`config.mk`:
```
export PLATFORM = sky130hd
export DESIGN_NAME = murmur64a_key_hash_core
export DESIGN_NICKNAME = d
export VERILOG_FILES = /design/src/design/mkh_pkg.sv /design/src/design/mkh_mul_unit.sv /design/src/design/murmur64a_key_hash_core.sv
export SDC_FILE = /design/constraint.sdc
export NUM_CORES = 2
export LEC_CHECK = 0
export BUFFER_PORTS_ARGS = -buffer_cell sky130_fd_sc_hd__buf_2
export CAP_MARGIN = 20
export CORE_MARGIN = 2
export CORE_UTILIZATION = 45
export CTS_CLUSTER_DIAMETER = 80
export CTS_CLUSTER_SIZE = 20
export DETAILED_ROUTE_END_ITERATION = 8
export PLACE_DENSITY = 0.65
export SYNTH_ARGS = -nofsm -noshare
export SYNTH_HDL_FRONTEND = slang
export SYNTH_SLANG_ARGS = --single-unit
```
`constraint.sdc`:
```
create_clock -name clk -period 11.76 [get_ports clk]
set_clock_uncertainty 0.05 [all_clocks]
set_input_delay 1.176 -clock clk [delete_from_list [all_inputs] [get_ports clk]]
set_output_delay 1.176 -clock clk [all_outputs]
set_load 0.01 [all_outputs]
```
`src/design/mkh_pkg.sv`:
```
// ----------------------------------------------------------------------------
// mkh_pkg
// Shared constants and types for the murmur64a key hash core: the mixing
// multiplier, its 32-bit halves, the partial-product pass codes and the
// request/response bundle of the shared multiply unit.
// ----------------------------------------------------------------------------
package mkh_pkg;

	// mixing multiplier and xor-shift distance
	localparam logic [63:0] MIX_MUL   = 64'hc6a4_a793_5bd1_e995;
	localparam int unsigned MIX_SHIFT = 47;

	// halves of the multiplier as seen by the 32x32 multiplier
	localparam logic [31:0] MUL_LO = MIX_MUL[31:0];
	localparam logic [31:0] MUL_HI = MIX_MUL[63:32];

	// partial-product passes of one 64-bit modular multiply
	localparam logic [1:0] PASS_LL = 2'd0;   // a_lo * m_lo, full 64 bits
	localparam logic [1:0] PASS_LH = 2'd1;   // a_lo * m_hi, low half into upper word
	localparam logic [1:0] PASS_HL = 2'd2;   // a_hi * m_lo, low half into upper word

	// request into the shared multiply unit
	typedef struct packed {
		logic        start;
		logic [63:0] operand;
	} mul_req_t;

	// response from the shared multiply unit
	typedef struct packed {
		logic        done;
		logic [63:0] product;
	} mul_rsp_t;

endpackage

```
`src/design/mkh_mul_unit.sv`:
```
// ----------------------------------------------------------------------------
// mkh_mul_unit
// Shared modular multiplier: operand * MIX_MUL mod 2^64, built from one
// 32x32 multiplier used over three passes with a 64-bit accumulator.
// ----------------------------------------------------------------------------
module mkh_mul_unit (
	input  logic              clk,
	input  logic              arst_n,
	input  mkh_pkg::mul_req_t req,
	output mkh_pkg::mul_rsp_t rsp
);

	logic        busy_q;
	logic [1:0]  pass_q;
	logic        done_q;
	logic [63:0] a_q;
	logic [63:0] acc_q;
	logic [31:0] mul_x;
	logic [31:0] mul_y;
	logic [63:0] mul_p;

	// operand half selection for the current pass
	always_comb begin
		mul_x = (pass_q == mkh_pkg::PASS_HL) ? a_q[63:32] : a_q[31:0];
		mul_y = (pass_q == mkh_pkg::PASS_LH) ? mkh_pkg::MUL_HI : mkh_pkg::MUL_LO;
		mul_p = mul_x * mul_y;
	end

	// pass sequencing
	always_ff @(posedge clk or negedge arst_n) begin
		if (!arst_n) begin
			busy_q <= 1'b0;
			pass_q <= mkh_pkg::PASS_LL;
			done_q <= 1'b0;
		end else begin
			done_q <= 1'b0;
			if (req.start) begin
				busy_q <= 1'b1;
				pass_q <= mkh_pkg::PASS_LL;
			end else if (busy_q) begin
				if (pass_q == mkh_pkg::PASS_HL) begin
					busy_q <= 1'b0;
					done_q <= 1'b1;
				end
				pass_q <= pass_q + 2'd1;
			end
		end
	end

	// operand capture and accumulation
	always_ff @(posedge clk) begin
		if (req.start) begin
			a_q <= req.operand;
		end
		if (busy_q) begin
			if (pass_q == mkh_pkg::PASS_LL) begin
				acc_q <= mul_p;
			end else begin
				acc_q <= acc_q + {mul_p[31:0], 32'd0};
			end
		end
	end

	assign rsp.done    = done_q;
	assign rsp.product = acc_q;

	// no new request while passes are running
	a_start_idle: assert property (@(posedge clk) disable iff (!arst_n)
		req.start |-> !busy_q)
		else $error("multiply started while busy");

	// the last pass ends in a done pulse unless a new start cuts it short
	a_last_done: assert property (@(posedge clk) disable iff (!arst_n)
		(busy_q && !req.start && pass_q == mkh_pkg::PASS_HL) |=> rsp.done)
		else $error("missing done after last pass");

	// done is only flagged once the unit has gone idle
	a_done_idle: assert property (@(posedge clk) disable iff (!arst_n)
		rsp.done |-> !busy_q)
		else $error("done while still busy");

endmodule

```
`src/design/murmur64a_key_hash_core.sv`:
```
// ----------------------------------------------------------------------------
// murmur64a_key_hash_core
// MurmurHash64A of a byte key streamed as little-endian 64-bit words.
// ----------------------------------------------------------------------------
// Every 64-bit multiply by the mixing constant goes through one shared 32x32
// multiplier in three passes; the block takes one word at a time and holds
// key_stall high while it works. A middle word runs two mixing multiplies
// and one hash multiply, a word with first_word first runs the length-seed
// multiply, and a last word adds the finalizer multiply and result hand-off.
// A last word with 1 to 7 valid bytes skips the mixing multiplies and one
// with 0 valid bytes runs only the finalizer. The result sits in an output
// register, so a new key word can be taken while hash_valid waits.
// ----------------------------------------------------------------------------
module murmur64a_key_hash_core (
	input  logic        clk,
	input  logic        arst_n,
	input  logic        key_valid,
	output logic        key_stall,
	input  logic [63:0] key_word,
	input  logic [3:0]  valid_bytes,
	input  logic        first_word,
	input  logic        last_word,
	input  logic [31:0] key_length,
	output logic        hash_valid,
	input  logic        hash_stall,
	output logic [63:0] hash_value
);

	typedef enum logic [7:0] {
		ST_IDLE = 8'b0000_0001,
		ST_SEED = 8'b0000_0010,
		ST_WORD = 8'b0000_0100,
		ST_MIXA = 8'b0000_1000,
		ST_MIXB = 8'b0001_0000,
		ST_HMUL = 8'b0010_0000,
		ST_FIN  = 8'b0100_0000,
		ST_EMIT = 8'b1000_0000
	} state_t;

	state_t            state_q;
	state_t            state_d;
	mkh_pkg::mul_req_t mul_req;
	mkh_pkg::mul_rsp_t mul_rsp;

	logic        key_xfer;
	logic        out_free;
	logic [63:0] running_hash_q;
	logic [63:0] h_q;
	logic [63:0] word_q;
	logic [2:0]  nbytes_q;
	logic        last_q;
	logic        full_q;
	logic        skip_q;
	logic [63:0] res_q;
	logic        hash_valid_q;
	logic [63:0] hash_value_q;

	// h ^ (h >> 47)
	function automatic logic [63:0] xorshift(input logic [63:0] v);
		return v ^ (v >> mkh_pkg::MIX_SHIFT);
	endfunction

	// low-byte mask for a partial tail word
	function automatic logic [63:0] byte_mask(input logic [2:0] n);
		return ~({64{1'b1}} << {n, 3'b000});
	endfunction

	mkh_mul_unit u_mul (
		.clk    (clk),
		.arst_n (arst_n),
		.req    (mul_req),
		.rsp    (mul_rsp)
	);

	assign key_stall  = (state_q != ST_IDLE);
	assign key_xfer   = key_valid && !key_stall;
	assign out_free   = !hash_valid_q || !hash_stall;
	assign hash_valid = hash_valid_q;
	assign hash_value = hash_value_q;

	// sequencer: next state and multiply requests
	always_comb begin
		state_d         = state_q;
		mul_req.start   = 1'b0;
		mul_req.operand = word_q;
		case (state_q)
			ST_IDLE: begin
				if (key_xfer) begin
					if (first_word) begin
						mul_req.start   = 1'b1;
						mul_req.operand = {32'd0, key_length};
						state_d         = ST_SEED;
					end else begin
						state_d = ST_WORD;
					end
				end
			end
			ST_SEED: begin
				if (mul_rsp.done) begin
					state_d = ST_WORD;
				end
			end
			ST_WORD: begin
				mul_req.start = 1'b1;
				if (skip_q) begin
					mul_req.operand = xorshift(h_q);
					state_d         = ST_FIN;
				end else if (full_q) begin
					mul_req.operand = word_q;
					state_d         = ST_MIXA;
				end else begin
					mul_req.operand = h_q ^ (word_q & byte_mask(nbytes_q));
					state_d         = ST_HMUL;
				end
			end
			ST_MIXA: begin
				if (mul_rsp.done) begin
					mul_req.start   = 1'b1;
					mul_req.operand = xorshift(mul_rsp.product);
					state_d         = ST_MIXB;
				end
			end
			ST_MIXB: begin
				if (mul_rsp.done) begin
					mul_req.start   = 1'b1;
					mul_req.operand = h_q ^ mul_rsp.product;
					state_d         = ST_HMUL;
				end
			end
			ST_HMUL: begin
				if (mul_rsp.done) begin
					if (last_q) begin
						mul_req.start   = 1'b1;
						mul_req.operand = xorshift(mul_rsp.product);
						state_d         = ST_FIN;
					end else begin
						state_d = ST_IDLE;
					end
				end
			end
			ST_FIN: begin
				if (mul_rsp.done) begin
					state_d = ST_EMIT;
				end
			end
			ST_EMIT: begin
				if (out_free) begin
					state_d = ST_IDLE;
				end
			end
			default: begin
				state_d = ST_IDLE;
			end
		endcase
	end

	// control state, running hash and output valid
	always_ff @(posedge clk or negedge arst_n) begin
		if (!arst_n) begin
			state_q        <= ST_IDLE;
			running_hash_q <= 64'd0;
			hash_valid_q   <= 1'b0;
		end else begin
			state_q <= state_d;
			if (state_q == ST_WORD && skip_q) begin
				running_hash_q <= h_q;
			end else if (state_q == ST_HMUL && mul_rsp.done) begin
				running_hash_q <= mul_rsp.product;
			end
			if (state_q == ST_EMIT && out_free) begin
				hash_valid_q <= 1'b1;
			end else if (!hash_stall) begin
				hash_valid_q <= 1'b0;
			end
		end
	end

	// word capture and working hash
	always_ff @(posedge clk) begin
		if (key_xfer) begin
			word_q   <= key_word;
			nbytes_q <= valid_bytes[2:0];
			last_q   <= last_word;
			full_q   <= !last_word || valid_bytes[3];
			skip_q   <= last_word && (valid_bytes == 4'd0);
			h_q      <= running_hash_q;
		end else if (state_q == ST_SEED && mul_rsp.done) begin
			h_q <= mul_rsp.product;
		end
		if (state_q == ST_FIN && mul_rsp.done) begin
			res_q <= xorshift(mul_rsp.product);
		end
		if (state_q == ST_EMIT && out_free) begin
			hash_value_q <= res_q;
		end
	end

	// a multiply result only arrives while the sequencer waits for one
	a_done_wait: assert property (@(posedge clk) disable iff (!arst_n)
		mul_rsp.done |-> (state_q == ST_SEED || state_q == ST_MIXA ||
			state_q == ST_MIXB || state_q == ST_HMUL || state_q == ST_FIN))
		else $error("multiply result outside a wait state");

	// a new result is only loaded from the emit state
	a_emit_src: assert property (@(posedge clk) disable iff (!arst_n)
		(hash_valid && !$past(hash_valid)) |-> $past(state_q) == ST_EMIT)
		else $error("result loaded outside emit");

	// finalizer completion always leads to emit
	a_fin_emit: assert property (@(posedge clk) disable iff (!arst_n)
		(state_q == ST_FIN && mul_rsp.done) |=> state_q == ST_EMIT)
		else $error("finalizer did not reach emit");

endmodule

```
==> results.ini <==
[min_path]
hp-class=reg -> reg
holdCritStartpoint=res_q[31]

[grt]
track_usage_pct=29.31
antenna_found_initial=13
grt_pass1_wl_um=232000
first_global_vias=34770
grt_max_degree=65
globalRouteOverflowTotal=0

[sta]
rsz0062_at_grt=no
hold_viol=0
fin_crit_ns=11.09
tightest_slew_ns=1.153
setup_violations=0
holdWs_ns=0.3685
report.final.slew_viol_count=0
slew_headroom_pct=20.93
tns_ns=0
max_freq_ghz=0.09016
period_share_pct=94.31

[critical_path]
cp_common_cell=fa_1
start_kind=flop
crit_buf_inv=5
arrival_ns=11.50
required_ns=12.17
end_kind=flop
critPathLaunch=u_mul.pass_q[0]
slowest_delay_ns=0.97
critPathMaxFanout=13
cp_top_family=adder cells
crit_type=reg -> reg
critical-path-slowest-cell=mux2i_1
regToRegStartpoint=u_mul.pass_q[0]

[run]
max_cap_violations=0

[clocking]
ctsResizeCount=0
cts_tree=yes
postCtsSetupBuffers=0
clk_latency_ns=0.63
htreeDepth=1
cts_root_buffer=clkbuf_16
numCtsBuffers=27
cts_sinks=467
max-clock-path-buffers=3
path_clk_slew_ns=0.10
ctsHoldBuffers=0

[synthesis]
seq_area_frac_synth_pct=28.85
synth_area_um2=47270
synthDistinctLibCells=90
synthFlopType=edfxtp_1
yosysWarnings=0
synth_area_per_cell_um2=10.62
synth-edff-count=390
synth-seq-cells=467
async_flop_share_pct=16.49
postSynthCellCount=4451

[detailed_routing]
drc=0
drt-initial-drc-count=4155
vias=34710
wl_per_cell_um=26.21
dr.pass1.iters=9
viasPerCell=5.811
drt-total-wl_um=156500
drtAntennaViolNets=0

[floorplan]
die_h_um=328.1
start_util_pct=45.54
design.core.area_um2=103800
ioPinCount=172
die_x_um=328.1
die_area_um2=107700
num_rows=118

[final_layout]
fin_util_pct=48.83
area_growth_pct=7.224
num-nets-final=5721
drive_gt1_share_pct=9.327
stdcell_area_um2=50680

[placed_design]
place_area_um2=49850
io_buffers=171
hpwl_um=125400
routabilityCongestion=0.9805

[status]
status=finished clean

-- state kept, by name (all words and copies together) (netlist names) --
register	flops
skip_q	1
word_q	64
u_mul.pass_q	2
running_hash_q	64
nbytes_q	3
full_q	1
state_q	8
h_q	64
hash_valid	1
u_mul.acc_q	64
last_q	1
u_mul.a_q	64
hash_value	64
res_q	64
u_mul.done_q	1
u_mul.busy_q	1
-- Yosys cell counts (16+ instances only) --
| library cell | n | area [um^2] |
|---|---|---|
| o22a_1 | 20 | 175.2 |
| buf_2 | 24 | 120.1 |
| dfrtp_1 | 76 | 1902 |
| a22oi_1 | 65 | 488.0 |
| a21oi_1 | 244 | 1221 |
| and3_1 | 19 | 118.9 |
| or2_2 | 17 | 106.4 |
| inv_1 | 753 | 2826 |
| o21bai_1 | 25 | 187.7 |
| clkbuf_1 | 129 | 484.2 |
| a21o_1 | 78 | 585.6 |
| a221o_1 | 23 | 230.2 |
| nor2_1 | 241 | 904.6 |
| nor2b_1 | 23 | 143.9 |
| nand2_1 | 367 | 1378 |
| a221oi_1 | 23 | 201.4 |
| nand3_1 | 28 | 140.1 |
| a31oi_1 | 27 | 168.9 |
| o22ai_1 | 31 | 193.9 |
| xnor2_1 | 114 | 998.5 |
| mux2i_1 | 34 | 340.3 |
| nand2b_1 | 24 | 150.1 |
| a32oi_1 | 20 | 175.2 |
| xor2_1 | 121 | 1060 |
| o21ai_0 | 145 | 725.7 |
| and2_1 | 46 | 287.8 |
| mux2_2 | 85 | 957.2 |
| fa_1 | 607 | 12150 |
| o211ai_1 | 16 | 120.1 |
| ha_1 | 440 | 5505 |
| edfxtp_1 | 390 | 11710 |
-- area by class of cell --
| cell class | count | area, um^2 |
|---|---|---|
| clock buffer | 46 | 747.0 |
| multi-input combinational | 3061 | 30170 |
| timing repair buffer | 255 | 1505 |
| fill | 9536 | 53110 |
| clock inverter | 4 | 51.30 |
| tap | 1380 | 1727 |
| antenna | 3 | 7.507 |
| sequential | 467 | 13640 |
| inverter | 756 | 2838 |
-- cells by family (layout without fill, tap and decap cells) --
kind of cell,Yosys count,count (layout),synth area share [%]
adders and majority gates,1047,1047,37.35
DFF,467,467,28.85
and+or+nand+nor,835,835,7.856
other,2,6,0.01589
xor gates and xnor gates,235,235,4.354
buffers and inverters,924,1061,7.433
muxes,119,119,2.745
AOI/OAI and AO/OA,822,822,11.39
-- through the flow --
| stage | worst slack (ns) | instances |
|---|---|---|
| after global placement | 0.9468 | 5917 |
| after CTS | 0.8280 | 5967 |
| after global routing | 0.3766 | 5969 |
| final | 0.6689 | 5972 |
| after detailed placement | 0.9198 | 5917 |
| after floorplan | 1.858 | 4452 |
-- path summary, 6_finish.rpt --
| kind | endpoint | slack [ns] | cells after the start |
|---|---|---|---|
| worst max register to register | u_mul.acc_q[63] | 0.67 | 35 |
| worst max-delay path | u_mul.acc_q[63] | 0.67 | 35 |
| max in group asynchronous | running_hash_q[37] | 9.93 | 2 |
| min in group asynchronous | running_hash_q[61] | 0.39 | 1 |
| worst min register to register | hash_value[31] | 0.37 | 0 |
| worst min-delay path | hash_value[31] | 0.37 | 0 |
-- layer usage --
layer / vias up / GRT usage [%] / share of wire [%]
met2: 1754 / 44.57 / 44
met3: 308 / 5.133 / 9.2
li1: 15110 / - / -
met4: 4 / 11.21 / 4.8
met5: - / 0 / 0.12
met1: 17540 / 41.88 / 42
-- cells in the final DEF (no fill, tap or decap), types with 65 or more instances in the layout --
master,instances
dfrtp_1,76
buf_2,170
a21o_1,78
buf_4,83
o21ai_0,145
xor2_1,121
a21oi_1,243
fa_1,607
ha_1,437
nor2_1,238
a22oi_1,65
mux2_2,85
nand2_1,367
edfxtp_1,390
inv_1,752
xnor2_1,114
Power is left out: the tool's default activity adds up to more than one toggle a clock period on the data nets, which glitch-free logic cannot reach.
